**config.mk**
```make
export PLATFORM = sky130hd
export DESIGN_NAME = psbip_mul
export DESIGN_NICKNAME = d
export VERILOG_FILES = /design/src/design/psbip_pkg.sv /design/src/design/psbip_mul.sv
export SDC_FILE = /design/constraint.sdc
export NUM_CORES = 2
export LEC_CHECK = 0
export ABC_AREA = 0
export BUFFER_PORTS_ARGS = -buffer_cell sky130_fd_sc_hd__buf_2
export CAP_MARGIN = 20
export CORE_MARGIN = 8
export CORE_UTILIZATION = 40
export DETAILED_ROUTE_END_ITERATION = 16
export GPL_TIMING_DRIVEN = 0
export HOLD_SLACK_MARGIN = 0.1
export PLACE_DENSITY_LB_ADDON = 0.3
export SYNTH_ARGS = -nofsm -noshare
export SYNTH_HDL_FRONTEND = slang
export SYNTH_SLANG_ARGS = --single-unit
```
**constraint.sdc**
```tcl
create_clock -name clk_i -period 8.9 [get_ports clk_i]
set_input_delay 0.89 -clock clk_i [delete_from_list [all_inputs] [get_ports clk_i]]
set_output_delay 0.89 -clock clk_i [all_outputs]
set_load 0.005 [all_outputs]
```
**src/design/psbip_pkg.sv**
```systemverilog
// shared types and constants of the pcm sample buffer with interpolated playback
// no dependencies
package psbip_pkg;

  localparam int unsigned PSBIP_MAX_FRAMES   = 4096;
  localparam int unsigned PSBIP_MAX_CHANNELS = 2;

  // configuration register indexes
  localparam logic [1:0] REG_SAMPLE_FORMAT = 2'd0;
  localparam logic [1:0] REG_CHANNEL_COUNT = 2'd1;
  localparam logic [1:0] REG_FRAME_COUNT   = 2'd2;
  localparam logic [1:0] REG_VOLUME_Q15    = 2'd3;

  // sample formats
  localparam logic [1:0] FMT_U8  = 2'd0;
  localparam logic [1:0] FMT_S16 = 2'd1;
  localparam logic [1:0] FMT_S24 = 2'd2;
  localparam logic [1:0] FMT_F32 = 2'd3;

  // operations
  localparam logic OP_LOAD = 1'b0;
  localparam logic OP_READ = 1'b1;

  // multiplier operand selects
  localparam logic [1:0] MS_NEAR = 2'd0;
  localparam logic [1:0] MS_FAR  = 2'd1;
  localparam logic [1:0] MS_VOL  = 2'd2;
  localparam logic [1:0] MS_FLT  = 2'd3;

  localparam int unsigned PROD_W = 52;
  localparam int unsigned ACC_W  = 34;

  typedef struct packed {
    logic        operation;
    logic [31:0] raw_sample;
    logic [1:0]  channel;
    logic [11:0] position_whole;
    logic [15:0] position_fraction;
  } psbip_in_t;

  typedef struct packed {
    logic signed [15:0] sample_out;
    logic               range_error;
  } psbip_out_t;

  typedef struct packed {
    logic signed [15:0]      sample;
    logic [15:0]             frac;
    logic signed [ACC_W-1:0] acc;
    logic [15:0]             vol;
    logic [23:0]             mant;
  } psbip_mul_opnd_t;

endpackage

```
**src/design/psbip_mul.sv**
```systemverilog
// shared signed multiplier with operand selection and registered product
// depends on psbip_pkg
module psbip_mul import psbip_pkg::*; (
  input  logic                     clk_i,
  input  logic [1:0]               sel_i,
  input  psbip_mul_opnd_t          opnd_i,
  output logic signed [PROD_W-1:0] prod_o
);

  logic signed [ACC_W-1:0]  a;
  logic signed [17:0]       b;
  logic signed [PROD_W-1:0] prod_d;
  logic signed [PROD_W-1:0] prod_q;

  always_comb begin
    case (sel_i)
      MS_NEAR: begin
        a = ACC_W'(opnd_i.sample);
        b = 18'sd65536 - $signed({2'b00, opnd_i.frac});
      end
      MS_FAR: begin
        a = ACC_W'(opnd_i.sample);
        b = $signed({2'b00, opnd_i.frac});
      end
      MS_VOL: begin
        a = opnd_i.acc;
        b = $signed({2'b00, opnd_i.vol});
      end
      MS_FLT: begin
        a = $signed({10'd0, opnd_i.mant});
        b = 18'sd32767;
      end
      default: begin
        a = '0;
        b = '0;
      end
    endcase
    prod_d = PROD_W'(a) * PROD_W'(b);
  end

  always_ff @(posedge clk_i) begin
    prod_q <= prod_d;
  end

  assign prod_o = prod_q;

endmodule

```
Word-level counts from Yosys, hierarchy flattened
Index checks and enable logic that the tools add are counted.
{ "classes": {"add_sub_neg": 1, "multipliers": 1, "n_div": 0, "order_cmp": 0, "n_eq_ne": 3, "n_shift": 0, "n_mux": 2, "bitwise_logic": 0, "reduce_logical": 2} }
{ "ops": {"columns": ["cell", "count"], "rows": [
  ["34-bit case mux with 3 select lines", 1],
  ["18-bit case mux with 4 select lines", 1],
  ["34-bit by 18-bit multiplier with 52-bit output", 1],
  ["17-bit by 16-bit subtractor with 18-bit output, first input constant", 1],
  ["2-bit equality test, second input constant", 2],
  ["2-bit by 1-bit equality test with 1-bit output, second input constant", 1],
  ["2-bit logical NOT", 1],
  ["2-bit OR reduction", 1]
]} }
{ "totals": {"ff_bits": 52, "latch_bits": 0, "ramBits": 0, "rom_bits": 0, "output_inout_bits": 52, "word_cells": 10, "n_memories": 0} }

Longest topological paths before layout
{ "depth": {"ltp_word": 4, "mapped_depth": 33, "depth_no_buf": 30} }

Worst setup path after synthesis
No wires, ideal clock.
{ "synth_path": {"path_kind": "in2reg", "from": "input opnd_i[75] (netlist bit)", "to": "register prod_q[49] (netlist: prod_o[49])", "arrival_ns": 8.384, "required_time_ns": 8.828, "path_slack_ns": 0.444, "path_stages": 30, "n_path_buf": 2, "cell_sequence": "or3_1 nor3_1 nand2b_1 or2_2 nor3_1 nor2_1 xor2_1 o22a_1 clkbuf_1 clkbuf_1 nand2_1 fa_1 inv_1 fa_1 fa_1 fa_1 fa_1 inv_1 fa_1 inv_1 ha_1 and4_1 a211o_1 a221o_1 a221o_1 or3b_1 o21ai_2 o41ai_1 a21oi_2 xnor2_1"} }
{ "synth_between": {"elab_chain_cells": 3} }
{ "synth_rtl": {"columns": ["element", "line", "source"], "rows": [
  ["start: declaration", "psbip_mul.sv:6", "input psbip_mul_opnd_t opnd_i,"],
  ["17-bit by 16-bit subtractor with 18-bit output", "psbip_mul.sv:19", "b = 18'sd65536 - $signed({2'b00, opnd_i.frac});"],
  ["18-bit case mux with 4 select lines *", "psbip_mul.sv:16", "case (sel_i)"],
  ["34-bit by 18-bit multiplier with 52-bit output *", "psbip_mul.sv:38", "prod_d = PROD_W'(a) * PROD_W'(b);"],
  ["named net prod_d[49]", "psbip_mul.sv:12", "logic signed [PROD_W-1:0] prod_d;"],
  ["end signal: assignment", "psbip_mul.sv:42", "prod_q <= prod_d;"],
  ["end: declaration", "psbip_mul.sv:13", "logic signed [PROD_W-1:0] prod_q;"]
]} }
The timed path passes the listed nets; every way through them passes the cells marked *.

Worst setup path in the final report
{ "layout_path": {"from": "input opnd_i[76] (netlist bit)", "to": "register prod_q[48] (netlist: prod_o[48])"} }
The elaborated chain is that of the path after synthesis.

==> impl_metrics.toml <==
[finish]
final_net_count = 3491
largest_reg_flops = 52
utilization_pct = 45.1
synthToLayoutAreaGrowth_pct = 11.3
layout-drive-gt1-share_pct = 11.8

[die]
std_cell_rows = 85
die_w_microns = 250
number_of_placed_i_o_pins = 161
dieHeight_microns = 250
core-area_sq_mm = 0.0539
start_util_pct = 40.6
die_area_sq_mm = 0.0624

[yosys]
sequential_cell_area_fraction_in_the_yosys_report_pct = 4.76
synth.top_cells.by_area = "sky130_fd_sc_hd__fa_1 (50%), sky130_fd_sc_hd__inv_1 (10%), sky130_fd_sc_hd__ha_1 (7.0%), sky130_fd_sc_hd__nand2_1 (6.7%), sky130_fd_sc_hd__dfxtp_1 (4.8%)"
yosys_warnings = 0
netlist-cell-type-count = 62
synth_top_area_share_pct = 50.4
mappedNetlistArea_sq_mm = 0.0219
synth_nets = 3317
synth_largest_area_cell = "sky130_fd_sc_hd__fa_1"
ys_async_sr_fraction_pct = 0
syn-instance-count = 2534
synth.ff_latch_count = 52
synth_enable_flop_cells = 0
synth-main-ff-cell = "sky130_fd_sc_hd__dfxtp_1"
synth.avg_cell_area_sq_um = 8.63

[setup_path]
most_frequent_cell_on_the_critical_path = "sky130_fd_sc_hd__fa_1"
critical_path.max_fanout = 10
cpMaxStageDelayCell = "sky130_fd_sc_hd__fa_1"
start_kind = "input pin"
crit_buf_inv = 9
cp.arrival_ns = 8.93
crit_family = "adder cells"
critical_path_end_type = "flop"
required_ns = 9.12
crit_path_max_incr_delay_ns = 0.55
kind_of_critical_path = "input pin to flop"

[global_routing]
grt_start_max_net_pins = 15
globalRoute.totalOverflow = 0
grt_usage_pct = 25.0
antenna_found_initial = 1
vias_in_the_first_global_route = 19800
wire_length_of_the_first_global_routing_pass_mm = 119

[place]
finalWeightedCongestion = 0.982
dpl_worst_slack_ns = -1.99
count_of_input_and_output_buffers = 159
detailedPlacementHpwl_mm = 65.2

[sta]
worst_pin_slew_ns = 1.21
timing_hold_violations_final = 0
hold_ws_ns = 1.01
timing.fmax_mhz = 115
timing.slew.headroom_pct = 19.2
post-route-min-period_ns = 8.71
timing.final.setup_violations = 0
post-route-worst-setup-slack_ns = 0.186
drv_slew = 0
min_period_over_period_pct = 97.9
grt_setup_unrepaired = "true"

[clock_network]
clk_pin_slew_ns = 0.08
numClockSinks = 52
number_of_clock_buffers_inserted_by_tritoncts = 5
ctsHtreeMaxLevel = 2
cts_root_buf = "sky130_fd_sc_hd__clkbuf_16"
cts_tree = "done"
max-clock-path-buffers = 2

[route]
detailroute.via_count = 17900
post-route-drc-count = 0
routed_length_per_placed_instance_microns = 22.4
postRouteWirelength_mm = 76.4
dr.first_iter.drc_count = 1230
dr.pass1.iters = 7
vias_per_cell = 5.26
number_of_routed_nets_with_antenna_violations = 0

[status]
status = "finished clean"

[run]
max_cap_viol_count = 0

[worst_hold_path]
class_of_the_tightest_hold_or_removal_check = "input pin to flop"
cell usage after synthesis (18+ instances only):
library cell                 n
sky130_fd_sc_hd__dfxtp_1    52
sky130_fd_sc_hd__xnor2_1    37
sky130_fd_sc_hd__o21ai_0    24
sky130_fd_sc_hd__mux2i_1    24
sky130_fd_sc_hd__inv_1     610
sky130_fd_sc_hd__clkbuf_1  103
sky130_fd_sc_hd__ha_1      123
sky130_fd_sc_hd__a21o_1     54
sky130_fd_sc_hd__a21oi_1    80
sky130_fd_sc_hd__xor2_1     25
sky130_fd_sc_hd__o21a_1     20
sky130_fd_sc_hd__fa_1      551
sky130_fd_sc_hd__nor2b_1    18
sky130_fd_sc_hd__nor2_1    245
sky130_fd_sc_hd__nand2_1   393
metal layers:
| metal | track usage (%) | up-vias | wire (microns) |
|---|---|---|---|
| met2 | 40.5 | 814 | 35200 |
| met5 | 0 | - | 13 |
| met4 | 10.5 | 2 | 3470 |
| met1 | 32.6 | 9094 | 31300 |
| met3 | 4.67 | 176 | 6470 |
| li1 | - | 7823 | - |
metrics by stage:
step                      TNS, ns  area [sq um]  std cells
after detailed placement   -44.43         23600       3393
after CTS                       0         24000       3397
after global routing      -0.0847         24300       3404
after floorplan                 0         21900       2534
final                           0         24300       3405
after global placement     -51.82         23500       3389
layout make-up:
class / count / area [sq um]
multi-input combinational: 1752 / 18400
timing repair buffer: 177 / 950
inverter: 611 / 2290
antenna: 1 / 2.50
fill: 5386 / 29600
sequential: 52 / 1040
clock buffer: 6 / 129
buffer: 109 / 608
clock inverter: 1 / 5.00
tap: 696 / 871
final timing paths:
path	slack, ns	start	endpoint	cells after the start
max	0.19	opnd_i[76]	prod_o[48]	34
min	1.01	opnd_i[90]	prod_o[0]	3
cell families (layout without fill, tap and decap cells):
family | Yosys count | after routing | synth area share (%)
other cells | 0 | 1 | 0
buf+inv | 730 | 904 | 12.6
simple gates | 737 | 737 | 13.7
mux | 24 | 24 | 1.10
flops | 52 | 52 | 4.76
compound gates | 255 | 255 | 7.86
xor+xnor | 62 | 62 | 2.48
fa+ha+maj | 674 | 674 | 57.5
worst min-delay path: stages:
cell and delay (ns):
sky130_fd_sc_hd__buf_2 0.08, sky130_fd_sc_hd__a21oi_1 0.21, sky130_fd_sc_hd__nor2_1 0.13
repair_timing:
action / CTS / global route
pin swaps: 4 / 16
buffers inserted: 4 / 10
endpoints found under the setup margin: 34 / 16
resized for setup: 94 / 116
hold buffers: 0 / 0
layout by cell type (no fill, tap or decap), types with 25 or more instances in the layout:
cell type	count
sky130_fd_sc_hd__xor2_1	25
sky130_fd_sc_hd__clkbuf_2	33
sky130_fd_sc_hd__dfxtp_1	52
sky130_fd_sc_hd__xnor2_1	37
sky130_fd_sc_hd__ha_1	115
sky130_fd_sc_hd__a21o_1	53
sky130_fd_sc_hd__buf_2	173
sky130_fd_sc_hd__nand2_1	393
sky130_fd_sc_hd__a21oi_1	67
sky130_fd_sc_hd__inv_1	610
sky130_fd_sc_hd__nor2_1	244
sky130_fd_sc_hd__fa_1	548
sky130_fd_sc_hd__clkbuf_1	39
Power is left out: the tool's default activity adds up to more than one toggle a clock period on the data nets, which glitch-free logic cannot reach.
